<file path="src/hdl/zosl_pkg.sv">
// shared types and constants of the sorted entry table
`default_nettype none
package zosl_pkg;

  localparam int CAPACITY = 32;
  localparam int IDX_W    = $clog2(CAPACITY);
  localparam int CNT_W    = $clog2(CAPACITY + 1);

  localparam logic [2:0] FN_INSERT = 3'd0;
  localparam logic [2:0] FN_REMOVE = 3'd1;
  localparam logic [2:0] FN_FIND   = 3'd2;
  localparam logic [2:0] FN_MOVE   = 3'd3;
  localparam logic [2:0] FN_CLEAR  = 3'd4;
  localparam logic [2:0] FN_LIST   = 3'd5;

  localparam logic [1:0] ST_OK     = 2'd0;
  localparam logic [1:0] ST_ABSENT = 2'd1;
  localparam logic [1:0] ST_FULL   = 2'd2;

  // broadcast from the controller to every cell
  typedef struct packed {
    logic              ins;
    logic              rem;
    logic [15:0]       id;
    logic [15:0]       key;
    logic [CNT_W-1:0]  count;
  } cell_ctl_t;

endpackage
`default_nettype wire

</file>
<file path="src/hdl/zosl_if.sv">
// valid/ready channel interfaces for commands and results
`default_nettype none
interface zosl_in_if;
  logic               valid;
  logic               ready;
  logic [2:0]         func;
  logic [15:0]        item_id;
  logic signed [15:0] depth_key;

  modport source (output valid, func, item_id, depth_key, input ready);
  modport sink   (input valid, func, item_id, depth_key, output ready);
endinterface

interface zosl_out_if;
  logic               valid;
  logic               ready;
  logic [1:0]         status;
  logic               found;
  logic               entry_valid;
  logic [15:0]        entry_id;
  logic signed [15:0] entry_key;
  logic [5:0]         entry_count;
  logic               last;

  modport source (output valid, status, found, entry_valid, entry_id, entry_key,
                  entry_count, last, input ready);
  modport sink   (input valid, status, found, entry_valid, entry_id, entry_key,
                  entry_count, last, output ready);
endinterface
`default_nettype wire

</file>
<file path="src/hdl/zosl_cell.sv">
// one slot of the ordered table with its compare and neighbor shift
`default_nettype none
module zosl_cell
  import zosl_pkg::*;
(
  input  wire logic             clk,
  input  wire logic [IDX_W-1:0] cell_idx,
  input  wire cell_ctl_t        ctl,
  input  wire logic             left_m,
  input  wire logic             left_a,
  input  wire logic [15:0]      left_id,
  input  wire logic [15:0]      left_key,
  input  wire logic [15:0]      right_id,
  input  wire logic [15:0]      right_key,
  output logic                  m_o,
  output logic                  a_o,
  output logic [15:0]           id_r,
  output logic [15:0]           key_r
);

  logic        occ;
  logic        at_end;
  logic        gt;
  logic        hit;
  logic [15:0] id_nxt;
  logic [15:0] key_nxt;

  always_comb begin
    occ    = CNT_W'(cell_idx) < ctl.count;
    at_end = CNT_W'(cell_idx) == ctl.count;
    gt     = occ && ($signed(key_r) > $signed(ctl.key));
    // insertion region runs from the first greater key up to the first free slot
    m_o    = gt || at_end;
    hit    = occ && (id_r == ctl.id);
    // set from the first matching slot onward
    a_o    = left_a || hit;
    id_nxt  = id_r;
    key_nxt = key_r;
    if (ctl.ins && m_o) begin
      if (left_m) begin
        id_nxt  = left_id;
        key_nxt = left_key;
      end else begin
        id_nxt  = ctl.id;
        key_nxt = ctl.key;
      end
    end else if (ctl.rem && a_o && occ) begin
      id_nxt  = right_id;
      key_nxt = right_key;
    end
  end

  always_ff @(posedge clk) begin
    id_r  <= id_nxt;
    key_r <= key_nxt;
  end

endmodule
`default_nettype wire

</file>
<file path="src/hdl/z_ordered_sorted_list.sv">
// top level: sorted entry table built from a chain of slot cells
// Keeps up to CAPACITY (id, signed key) entries in ascending key order.
// in_ch carries one command per transaction: insert, remove, find, move,
// clear or list. out_ch returns results with valid/ready; every command
// gives one result except list, which gives one per held entry (or one
// invalid result on an empty table), with last set on the final one.
// Sequence: a command is taken in the idle state, registered, and then
// executed by the state machine; move runs a remove pass then an insert
// pass through the cells, and list steps through the held entries, giving
// one result each.
// All slots compare against the command in parallel; the first match
// ripples along the cell chain, each slot finds the insertion region from
// its own compare, and each slot loads its left or right neighbor's entry.
// The next command is taken while the previous result still waits in the
// output register. A receiver stall holds the execute step, and the table,
// until the output register is free; a move's remove pass still goes ahead.
// Reset (rst_n low, synchronous) empties the table and drops any result.
`default_nettype none
module z_ordered_sorted_list
  import zosl_pkg::*;
(
  input  wire logic   clk,
  input  wire logic   rst_n,
  zosl_in_if.sink     in_ch,
  zosl_out_if.source  out_ch
);

  typedef enum logic [2:0] {S_IDLE, S_REM, S_INS, S_ONE, S_LIST} state_t;

  state_t             state_r, state_nxt;
  logic [CNT_W-1:0]   count_r, count_nxt;
  logic [2:0]         func_r, func_nxt;
  logic [15:0]        id_r, id_nxt;
  logic [15:0]        key_r, key_nxt;
  logic               had_r, had_nxt;
  logic [IDX_W-1:0]   idx_r, idx_nxt;

  logic               out_valid_r, out_valid_nxt;
  logic [1:0]         out_status_r, out_status_nxt;
  logic               out_found_r, out_found_nxt;
  logic               out_evalid_r, out_evalid_nxt;
  logic [15:0]        out_eid_r, out_eid_nxt;
  logic [15:0]        out_ekey_r, out_ekey_nxt;
  logic [5:0]         out_count_r, out_count_nxt;
  logic               out_last_r, out_last_nxt;

  cell_ctl_t          ctl;
  logic               slot_free;
  logic               found_any;
  logic               not_full;
  logic               list_last;

  logic               c_m   [CAPACITY];
  logic               c_a   [CAPACITY];
  logic [15:0]        c_id  [CAPACITY];
  logic [15:0]        c_key [CAPACITY];

  genvar gi;
  generate
    for (gi = 0; gi < CAPACITY; gi++) begin : g_cell
      logic        lm, la;
      logic [15:0] lid, lkey, rid, rkey;
      if (gi == 0) begin : g_first
        assign lm   = 1'b0;
        assign la   = 1'b0;
        assign lid  = '0;
        assign lkey = '0;
      end else begin : g_mid
        assign lm   = c_m[gi-1];
        assign la   = c_a[gi-1];
        assign lid  = c_id[gi-1];
        assign lkey = c_key[gi-1];
      end
      if (gi == CAPACITY - 1) begin : g_end
        assign rid  = c_id[gi];
        assign rkey = c_key[gi];
      end else begin : g_inner
        assign rid  = c_id[gi+1];
        assign rkey = c_key[gi+1];
      end
      zosl_cell u_cell (
        .clk       (clk),
        .cell_idx  (IDX_W'(gi)),
        .ctl       (ctl),
        .left_m    (lm),
        .left_a    (la),
        .left_id   (lid),
        .left_key  (lkey),
        .right_id  (rid),
        .right_key (rkey),
        .m_o       (c_m[gi]),
        .a_o       (c_a[gi]),
        .id_r      (c_id[gi]),
        .key_r     (c_key[gi])
      );
    end
  endgenerate

  assign found_any = c_a[CAPACITY-1];
  assign not_full  = count_r != CNT_W'(CAPACITY);
  assign slot_free = !out_valid_r || out_ch.ready;
  assign list_last = (CNT_W'(idx_r) + CNT_W'(1)) == count_r;

  assign in_ch.ready        = (state_r == S_IDLE);
  assign out_ch.valid       = out_valid_r;
  assign out_ch.status      = out_status_r;
  assign out_ch.found       = out_found_r;
  assign out_ch.entry_valid = out_evalid_r;
  assign out_ch.entry_id    = out_eid_r;
  assign out_ch.entry_key   = out_ekey_r;
  assign out_ch.entry_count = out_count_r;
  assign out_ch.last        = out_last_r;

  always_comb begin
    state_nxt      = state_r;
    count_nxt      = count_r;
    func_nxt       = func_r;
    id_nxt         = id_r;
    key_nxt        = key_r;
    had_nxt        = had_r;
    idx_nxt        = idx_r;
    out_valid_nxt  = out_valid_r && !out_ch.ready;
    out_status_nxt = out_status_r;
    out_found_nxt  = out_found_r;
    out_evalid_nxt = out_evalid_r;
    out_eid_nxt    = out_eid_r;
    out_ekey_nxt   = out_ekey_r;
    out_count_nxt  = out_count_r;
    out_last_nxt   = out_last_r;
    ctl.ins   = 1'b0;
    ctl.rem   = 1'b0;
    ctl.id    = id_r;
    ctl.key   = key_r;
    ctl.count = count_r;

    case (state_r)
      S_IDLE: begin
        if (in_ch.valid) begin
          func_nxt = in_ch.func;
          id_nxt   = in_ch.item_id;
          key_nxt  = in_ch.depth_key;
          idx_nxt  = '0;
          had_nxt  = 1'b0;
          case (in_ch.func)
            FN_INSERT: state_nxt = S_INS;
            FN_MOVE:   state_nxt = S_REM;
            FN_LIST:   state_nxt = S_LIST;
            default:   state_nxt = S_ONE;
          endcase
        end
      end
      S_REM: begin
        // first half of a move: drop the first matching entry
        ctl.rem = found_any;
        had_nxt = found_any;
        if (found_any) begin
          count_nxt = count_r - CNT_W'(1);
        end
        state_nxt = S_INS;
      end
      S_INS: begin
        if (slot_free) begin
          ctl.ins = not_full;
          if (not_full) begin
            count_nxt = count_r + CNT_W'(1);
          end
          out_valid_nxt  = 1'b1;
          out_status_nxt = not_full ? ST_OK : ST_FULL;
          out_found_nxt  = (func_r == FN_MOVE) && had_r;
          out_evalid_nxt = 1'b0;
          out_eid_nxt    = '0;
          out_ekey_nxt   = '0;
          out_count_nxt  = 6'(count_nxt);
          out_last_nxt   = 1'b1;
          state_nxt      = S_IDLE;
        end
      end
      S_ONE: begin
        if (slot_free) begin
          out_status_nxt = ST_OK;
          out_found_nxt  = 1'b0;
          case (func_r)
            FN_REMOVE: begin
              ctl.rem        = found_any;
              out_found_nxt  = found_any;
              out_status_nxt = found_any ? ST_OK : ST_ABSENT;
              if (found_any) begin
                count_nxt = count_r - CNT_W'(1);
              end
            end
            FN_FIND: begin
              out_found_nxt  = found_any;
              out_status_nxt = found_any ? ST_OK : ST_ABSENT;
            end
            FN_CLEAR: begin
              count_nxt = '0;
            end
            default: begin
              count_nxt = count_r;
            end
          endcase
          out_valid_nxt  = 1'b1;
          out_evalid_nxt = 1'b0;
          out_eid_nxt    = '0;
          out_ekey_nxt   = '0;
          out_count_nxt  = 6'(count_nxt);
          out_last_nxt   = 1'b1;
          state_nxt      = S_IDLE;
        end
      end
      S_LIST: begin
        if (slot_free) begin
          out_valid_nxt  = 1'b1;
          out_status_nxt = ST_OK;
          out_found_nxt  = 1'b0;
          out_count_nxt  = 6'(count_r);
          if (count_r == '0) begin
            out_evalid_nxt = 1'b0;
            out_eid_nxt    = '0;
            out_ekey_nxt   = '0;
            out_last_nxt   = 1'b1;
            state_nxt      = S_IDLE;
          end else begin
            out_evalid_nxt = 1'b1;
            out_eid_nxt    = c_id[idx_r];
            out_ekey_nxt   = c_key[idx_r];
            out_last_nxt   = list_last;
            if (list_last) begin
              state_nxt = S_IDLE;
            end else begin
              idx_nxt = idx_r + IDX_W'(1);
            end
          end
        end
      end
      default: begin
        state_nxt = S_IDLE;
      end
    endcase
  end

  always_ff @(posedge clk) begin
    if (!rst_n) begin
      state_r     <= S_IDLE;
      count_r     <= '0;
      out_valid_r <= 1'b0;
      had_r       <= 1'b0;
      idx_r       <= '0;
    end else begin
      state_r     <= state_nxt;
      count_r     <= count_nxt;
      out_valid_r <= out_valid_nxt;
      had_r       <= had_nxt;
      idx_r       <= idx_nxt;
    end
    func_r       <= func_nxt;
    id_r         <= id_nxt;
    key_r        <= key_nxt;
    out_status_r <= out_status_nxt;
    out_found_r  <= out_found_nxt;
    out_evalid_r <= out_evalid_nxt;
    out_eid_r    <= out_eid_nxt;
    out_ekey_r   <= out_ekey_nxt;
    out_count_r  <= out_count_nxt;
    out_last_r   <= out_last_nxt;
  end

  a_count_bound: assert property (@(posedge clk) disable iff (!rst_n)
    count_r <= CNT_W'(CAPACITY))
    else $error("entry count above capacity");

  a_move_order: assert property (@(posedge clk) disable iff (!rst_n)
    state_r == S_REM |=> state_r == S_INS)
    else $error("move removal not followed by insertion");

  a_partial_list: assert property (@(posedge clk) disable iff (!rst_n)
    (out_valid_r && !out_last_r) |-> (out_evalid_r && state_r == S_LIST))
    else $error("non-final result outside a list");

  a_entry_clean: assert property (@(posedge clk) disable iff (!rst_n)
    (out_valid_r && out_evalid_r) |-> (out_status_r == ST_OK && !out_found_r))
    else $error("listed entry with non-ok status");

endmodule
`default_nettype wire

</file>
<file path="src/flat_wrapper.sv">
// flat-port wrapper written by rule: the top's interface ports become plain ports
module z_ordered_sorted_list_flat import zosl_pkg::*;
  (clk, rst_n, in_ch_valid, in_ch_func, in_ch_item_id, in_ch_depth_key, in_ch_ready, out_ch_valid, out_ch_status, out_ch_found, out_ch_entry_valid, out_ch_entry_id, out_ch_entry_key, out_ch_entry_count, out_ch_last, out_ch_ready);
  zosl_in_if in_ch_i ();
  zosl_out_if out_ch_i ();
  input  wire logic clk;
  input  wire logic rst_n;
  input wire logic [$bits(in_ch_i.valid)-1:0] in_ch_valid;
  input wire logic [$bits(in_ch_i.func)-1:0] in_ch_func;
  input wire logic [$bits(in_ch_i.item_id)-1:0] in_ch_item_id;
  input wire logic [$bits(in_ch_i.depth_key)-1:0] in_ch_depth_key;
  output wire logic [$bits(in_ch_i.ready)-1:0] in_ch_ready;
  output wire logic [$bits(out_ch_i.valid)-1:0] out_ch_valid;
  output wire logic [$bits(out_ch_i.status)-1:0] out_ch_status;
  output wire logic [$bits(out_ch_i.found)-1:0] out_ch_found;
  output wire logic [$bits(out_ch_i.entry_valid)-1:0] out_ch_entry_valid;
  output wire logic [$bits(out_ch_i.entry_id)-1:0] out_ch_entry_id;
  output wire logic [$bits(out_ch_i.entry_key)-1:0] out_ch_entry_key;
  output wire logic [$bits(out_ch_i.entry_count)-1:0] out_ch_entry_count;
  output wire logic [$bits(out_ch_i.last)-1:0] out_ch_last;
  input wire logic [$bits(out_ch_i.ready)-1:0] out_ch_ready;
  assign in_ch_i.valid = in_ch_valid;
  assign in_ch_i.func = in_ch_func;
  assign in_ch_i.item_id = in_ch_item_id;
  assign in_ch_i.depth_key = in_ch_depth_key;
  assign in_ch_ready = in_ch_i.ready;
  assign out_ch_valid = out_ch_i.valid;
  assign out_ch_status = out_ch_i.status;
  assign out_ch_found = out_ch_i.found;
  assign out_ch_entry_valid = out_ch_i.entry_valid;
  assign out_ch_entry_id = out_ch_i.entry_id;
  assign out_ch_entry_key = out_ch_i.entry_key;
  assign out_ch_entry_count = out_ch_i.entry_count;
  assign out_ch_last = out_ch_i.last;
  assign out_ch_i.ready = out_ch_ready;
  z_ordered_sorted_list u_core (.clk(clk), .rst_n(rst_n), .in_ch(in_ch_i), .out_ch(out_ch_i));
endmodule
</file>
<file path="config.mk">
export PLATFORM = sky130hd
export DESIGN_NAME = z_ordered_sorted_list_flat
export DESIGN_NICKNAME = d
export VERILOG_FILES = /design/src/hdl/zosl_pkg.sv /design/src/hdl/zosl_if.sv /design/src/hdl/zosl_cell.sv /design/src/hdl/z_ordered_sorted_list.sv /design/src/flat_wrapper.sv
export SDC_FILE = /design/constraint.sdc
export NUM_CORES = 2
export LEC_CHECK = 0
export ABC_AREA = 1
export BUFFER_PORTS_ARGS = -buffer_cell sky130_fd_sc_hd__buf_2
export CORE_MARGIN = 3
export CORE_UTILIZATION = 30
export CTS_CLUSTER_SIZE = 8
export DETAILED_ROUTE_END_ITERATION = 6
export PLACE_DENSITY = 0.56
export SLEW_MARGIN = 25
export SYNTH_ARGS = -nofsm -noshare
export SYNTH_HDL_FRONTEND = slang
export SYNTH_SLANG_ARGS = --single-unit
</file>
<file path="constraint.sdc">
create_clock -name clk -period 8.6 [get_ports clk]
set_clock_uncertainty 0.05 [all_clocks]
set_input_delay 1.72 -clock clk [delete_from_list [all_inputs] [get_ports clk]]
set_output_delay 1.72 -clock clk [all_outputs]
set_load 0.1 [all_outputs]
</file>
# Word level (Yosys, flattened, before mapping)
# Cells that the tools add are included.
[classes]
add_sub_neg = 4
magnitude_cmp = 65
eq_ne = 83
muxes = 247
bitwise_logic = 1
n_reduce_logical = 275
[ops]
columns = ["cell", "count"]
rows = [
  ["$mux 16", 195],
  ["$eq 16x16->1", 32],
  ["$gt 16x16->1", 32],
  ["$bmux 16 s5", 2],
  ["$logic_and 1x1->1", 160],
  ["$eq 5x6->1 const A", 16],
  ["$lt 5x6->1 const A", 16],
  ["$reduce_bool 2->1", 34],
  ["$logic_or 1x1->1", 64],
  ["$pmux 16 s2", 2],
  ["$eq 4x6->1 const A", 8],
  ["$lt 4x6->1 const A", 8],
  ["$pmux 6 s3", 2],
  ["$mux 6", 5],
  ["$eq 3x6->1 const A", 4],
  ["$lt 3x6->1 const A", 4],
  ["$mux 5", 4],
  ["$mux 1", 17],
  ["$eq 3x2->1 const B", 5],
  ["$mux 3", 5],
  ["$eq 2x6->1 const A", 2],
  ["$lt 1x6->1 const A", 2],
  ["$lt 2x6->1 const A", 2],
  ["$pmux 3 s4", 1],
  ["other kinds (31)", 53],
]
[word_totals]
reg_bits = 1118
in_bits = 39
wordCells = 754

# Longest topological paths before layout
[depth]
ltp_word = 40
depth_mapped = 32

# Modules after synthesis
# From an unflattened synthesis, not the netlist that was laid out.
[unflattened]
cells_unflattened = 13088
hier_area_um2 = 98259.2
[modules_own_cells]
columns = ["mod", "instances", "cells_per_inst", "area_per_inst_um2"]
rows = [
  ["zosl_cell (u_core.g_cell[19].u_cell ...)", 22, 345, 2693.8],
  ["zosl_cell (u_core.g_cell[0].u_cell ...)", 10, 341, 2631.3],
  ["z_ordered_sorted_list", 1, 2088, 12682.2],
]

# Worst setup path before layout
# No wires, ideal clock.
[synth_timing]
kind = "register -> register"
start = "register u_core.count_r[1]"
end = "register u_core.g_cell[23].u_cell.id_r[0], enable pin"
setup_time_ns = 0.470
arrival_ns = 5.520
required_ns = 8.080
setup_slack_ns = 2.560
stages_incl_launch_ff = 30
n_path_buf = 3
period_less_slack_ns = 6.040
path_cell_list = "dfxtp_1 -> clkbuf_1 -> inv_1 -> ha_1 -> or2_2 -> nand3_1 -> nand2_1 -> nor2_1 -> nand3_1 -> nand2_2 -> nor2_4 -> nand4_2 -> nor2_2 -> nand4_2 -> nor2_2 -> nand4_2 -> nor2_2 -> nand4_2 -> nor2_4 -> nand4_4 -> nor2_4 -> nand4_4 -> nor2_4 -> nand3_2 -> nor2_2 -> nand3_2 -> nand2_1 -> buf_4 -> buf_4 -> o31ai_1"
[synth_via]
elab_chain_len = 39
[synth_rtl]
columns = ["element", "line", "text"]
rows = [
  ["from (decl)", "z_ordered_sorted_list.sv:31", "logic [CNT_W-1:0] count_r, count_nxt;"],
  ["from (signal assigned)", "z_ordered_sorted_list.sv:251", "count_r <= count_nxt;"],
  ["$lt 1x6->1", "zosl_cell.sv:29", "occ = CNT_W'(cell_idx) < ctl.count;"],
  ["$logic_and 1x1->1", "zosl_cell.sv:34", "hit = occ && (id_r == ctl.id);"],
  ["$logic_or 1x1->1 (31 in series)", "zosl_cell.sv:36", "a_o = left_a || hit;"],
  ["$mux 1", "z_ordered_sorted_list.sv:182", "case (func_r)"],
  ["$mux 1", "z_ordered_sorted_list.sv:179", "if (slot_free) begin"],
  ["$pmux 1 s2", "z_ordered_sorted_list.sv:136", "case (state_r)"],
  ["$logic_and 1x1->1 (2 in series)", "zosl_cell.sv:47", "end else if (ctl.rem && a_o && occ) begin"],
  ["$reduce_bool 2->1 (no line) (*)", "--", ""],
  ["to (signal assigned)", "zosl_cell.sv:54", "id_r <= id_nxt;"],
  ["to (decl)", "zosl_cell.sv:17", "output logic [15:0] id_r,"],
]
# Every way passes the cells marked *; elsewhere a longest branch is shown, timed or not.
# A chain may end at the register's enable or synchronous reset.

# Worst setup path in the final report
[layout_timing]
start = "register u_core.count_r[1]"
end = "register u_core.g_cell[1].u_cell.key_r[1], enable pin"
[layout_via]
elab_chain_len = 39
[layout_rtl]
columns = ["element", "line", "text"]
rows = [
  ["$lt 1x6->1", "zosl_cell.sv:29", ""],
  ["$logic_and 1x1->1", "zosl_cell.sv:34", ""],
  ["$logic_or 1x1->1 (31 in series)", "zosl_cell.sv:36", ""],
  ["$mux 1", "z_ordered_sorted_list.sv:182", ""],
  ["$mux 1", "z_ordered_sorted_list.sv:179", ""],
  ["$pmux 1 s2", "z_ordered_sorted_list.sv:136", ""],
  ["$logic_and 1x1->1 (2 in series)", "zosl_cell.sv:47", ""],
  ["$reduce_bool 2->1 (no line) (*)", "--", ""],
  ["to (signal assigned)", "zosl_cell.sv:55", "key_r <= key_nxt;"],
  ["to (decl)", "zosl_cell.sv:18", "output logic [15:0] key_r"],
]
# Marked as above.

==> run metrics <==
failing checks=DRC; Register Area=33420 um^2; Setup crit end kind=flop; Setup Crit Path Kind=flop to flop; Max Slew Vio Count=0; Synth cell types=64; Yosys top cell area share=39.79%; HP Class=flop to flop; TritonCTS Buffers=166; Critical Path Fanout Max=29; Post-CTS Setup Inserts=0; Post-Syn Nets=11052; routed len/inst=27.53 um; CTS tree=yes; total gr overflow=0; Syn Inst Count=10495; num ports=84; min Tclk post-route=7.177 ns; port bufs=83; period utilization=83.45%; global-route wire length before repair=544.2 mm; RSZ-0062 raised after global routing=no; final core utilization=33.65%; Die Wd=532.5 um; Syn. warnings=0; CP Launch Type=flop; vias in the first global route=75460; number of synthesized flops with an enable pin=1102; # hold bufs at CTS=0; clk root buf=clkbuf_16; Clock Latency Late Sink=0.86 ns; final instance area=92480 um^2; DRC=6; Layout area overhead=11.20%; Synth Register Bits=1118; Clock transition at path regs=0.06 ns; Fmax=0.1393 GHz; Primary FF master, synth=edfxtp_1; Crit path arrival time=7.65 ns; placed cells=13732; Routed WL=384.1 mm; GRT Overall Usage=25.74%; largest area contributor in the netlist=edfxtp_1; synth top area cells=edfxtp_1 40%, o21ai_0 11%, a21oi_1 9.2%; setup tns final=0 ns; initial antenna violation count=28; vias=82456; CTS resizes=0; Fin. Hold Viols=0; placed cell area=87980 um^2; antenna-violating nets left=0; initial detailed-routing violation count=12607; Core Rows=192; Max-Cap Viols=0; syn_area_per_cell=7.924 um^2; hold_ws=0.4448 ns; hpwl dp=273.5 mm; area of the multi-input gates=43540 um^2; Sink Count=1118; Pleak=34.97 nW; pwr/cell area=231.7 nW/um^2; Setup-failing EPs final=0; Peak VDD IR=212.5 uV; die height=532.5 um; Worst-Margin Slew=1.192 ns; count leader, synth=o21ai_0; router iterations before antenna repair=7; synthesized area=83170 um^2; routability cong.=0.9815; CTS HTree Levels=4; DR vias/cell=5.910; Max Buffers Root-to-Sink=4; fraction of layout cells with a size suffix above 1=7.709%; hold path depth=2; post-route insts no fill=13953; headroom to the max-slew limit=19.98%; core box area=274800 um^2; Seq/Total Area, Yosys=40.18%; die area=283600 um^2; fill count=29087; Req. time, crit path=9.07 ns; status=complete, but fails checks; Post-synth top cells=1776 x o21ai_0, 1524 x a21oi_1, 1230 x nand2_1; initial core utilization=30.26%; Layout Nets=10773; largest net degree at the start of global routing=143; R2R depth=26; ys async rst share=0%
==> placed cells by master, fill, tap and decap left out, types with 12 or more instances in the layout <==
cell / synthesis / final
clkbuf_16: 0 / 168
a211oi_1: 290 / 288
nor2_2: 7 / 16
xnor2_1: 138 / 138
inv_1: 951 / 936
o21a_1: 12 / 12
diode_2: 0 / 19
o221ai_1: 22 / 21
mux2_2: 75 / 75
buf_2: 31 / 83
o2111ai_1: 25 / 25
nor2_1: 763 / 751
a311oi_1: 35 / 32
a221oi_1: 13 / 13
dfxtp_1: 16 / 12
nand3_1: 448 / 448
inv_2: 5 / 30
o211ai_1: 56 / 56
buf_12: 0 / 12
or2_2: 15 / 15
o21ai_0: 1776 / 1762
a21oi_1: 1524 / 1524
xor2_1: 133 / 133
ha_1: 518 / 518
nand4_1: 126 / 126
clkbuf_1: 677 / 25
o31ai_1: 55 / 41
clkinv_1: 33 / 19
o22ai_1: 37 / 36
nor4_1: 45 / 44
edfxtp_1: 1102 / 1102
nor3_1: 95 / 93
buf_4: 3 / 255
nand2_1: 1230 / 1212
a31oi_1: 40 / 35
o31ai_4: 0 / 14
nand2_2: 10 / 25
==> worst max-delay path: stages, from the launching register on <==
cell and delay, ns:
dfxtp_1 0.54, inv_1 0.30, ha_1 0.71, nand2_2 0.24, nand2_1 0.12, nor2_1 0.08, nand3_2 0.12, nand2_2 0.08
nor2_4 0.16, nand4_2 0.15, nor2_2 0.25, nand4_2 0.16, nor2_2 0.26, nand4_2 0.16, nor2_2 0.17, nand4_2 0.19
nor2_4 0.22, nand4_4 0.12, nor2_4 0.19, nand4_4 0.13, nor2_4 0.20, nand3_2 0.11, nor2_2 0.11, nand3_2 0.36
nand2_4 0.88, o21ai_4 0.35, buf_4 0.35
==> worst paths after layout <==
check / start / endpoint / slack [ns]
worst max-delay path: u_core.count_r[1] / u_core.g_cell[1].u_cell.key_r[1] / 1.42
worst min-delay path: u_core.had_r / u_core.had_r / 0.44
worst max register to register: u_core.count_r[1] / u_core.g_cell[1].u_cell.key_r[1] / 1.42
worst min register to register: u_core.had_r / u_core.had_r / 0.44
==> per-layer routing <==
| layer | routed length (um) | GRT usage, % | part of all wire (%) | vias up |
|---|---|---|---|---|
| li1 | - | - | - | 36765 |
| met1 | 154200 | 34.62 | 40 | 39651 |
| met2 | 162900 | 38.36 | 42 | 5104 |
| met3 | 45360 | 6.421 | 12 | 922 |
| met4 | 21560 | 12.60 | 5.6 | 14 |
| met5 | 99 | 0 | 0.026 | - |
==> state kept, by name (all words and copies together), names as in the netlist <==
name                        cells
u_core.state_r                  3
u_core.had_r                    1
u_core.out_ch.status            2
u_core.out_ch.entry_key        16
u_core.key_r                   16
u_core.out_ch.entry_valid       1
u_core.idx_r                    5
u_core.out_ch.entry_count       6
u_core.out_ch.found             1
u_core.out_ch.valid             1
u_core.g_cell.u_cell.id_r     512
u_core.out_ch.last              1
u_core.out_ch.entry_id         16
u_core.func_r                   3
u_core.g_cell.u_cell.key_r    512
u_core.count_r                  6
u_core.id_r                    16
==> cells by family (layout without fill, tap and decap cells) <==
| group | after synthesis | in the layout | share of synthesized area, % |
|---|---|---|---|
| fa+ha+maj | 518 | 518 | 7.793 |
| simple gates | 2773 | 2773 | 14.19 |
| compound gates | 3947 | 3947 | 25.79 |
| flops | 1118 | 1118 | 40.18 |
| buf+inv | 1793 | 1546 | 8.183 |
| mux | 75 | 75 | 1.016 |
| xor+xnor | 271 | 271 | 2.854 |
| other cells | 0 | 19 | 0 |
==> power breakdown <==
group | switching (mW) | total (mW) | internal (mW)
logic | 6.11 | 8.05 | 1.94
clock network | 2.63 | 6.10 | 3.47
registers | 0.502 | 7.27 | 6.77
total | 9.25 | 21.4 | 12.2
==> through the flow <==
step | total power, mW | setup WS (ns)
4_1_cts | 21.16 | 1.493
3_5_place_dp | 15.11 | 1.559
2_1_floorplan | 12.18 | 2.560
5_1_grt | 22.27 | 1.159
3_3_place_gp | 15.03 | 1.658
6_report | 21.42 | 1.423
==> layout make-up <==
cell class	count	share of cell area (%)
multi-input cells	7584	47.08
clock buffers	193	4.647
inverters	990	4.042
clock inverters	7	0.09335
well taps	3686	4.987
repair buffers	356	2.957
flip-flops and latches	1118	36.14
diodes	19	0.05141
Note: power is estimated with default switching activity, not from simulation.
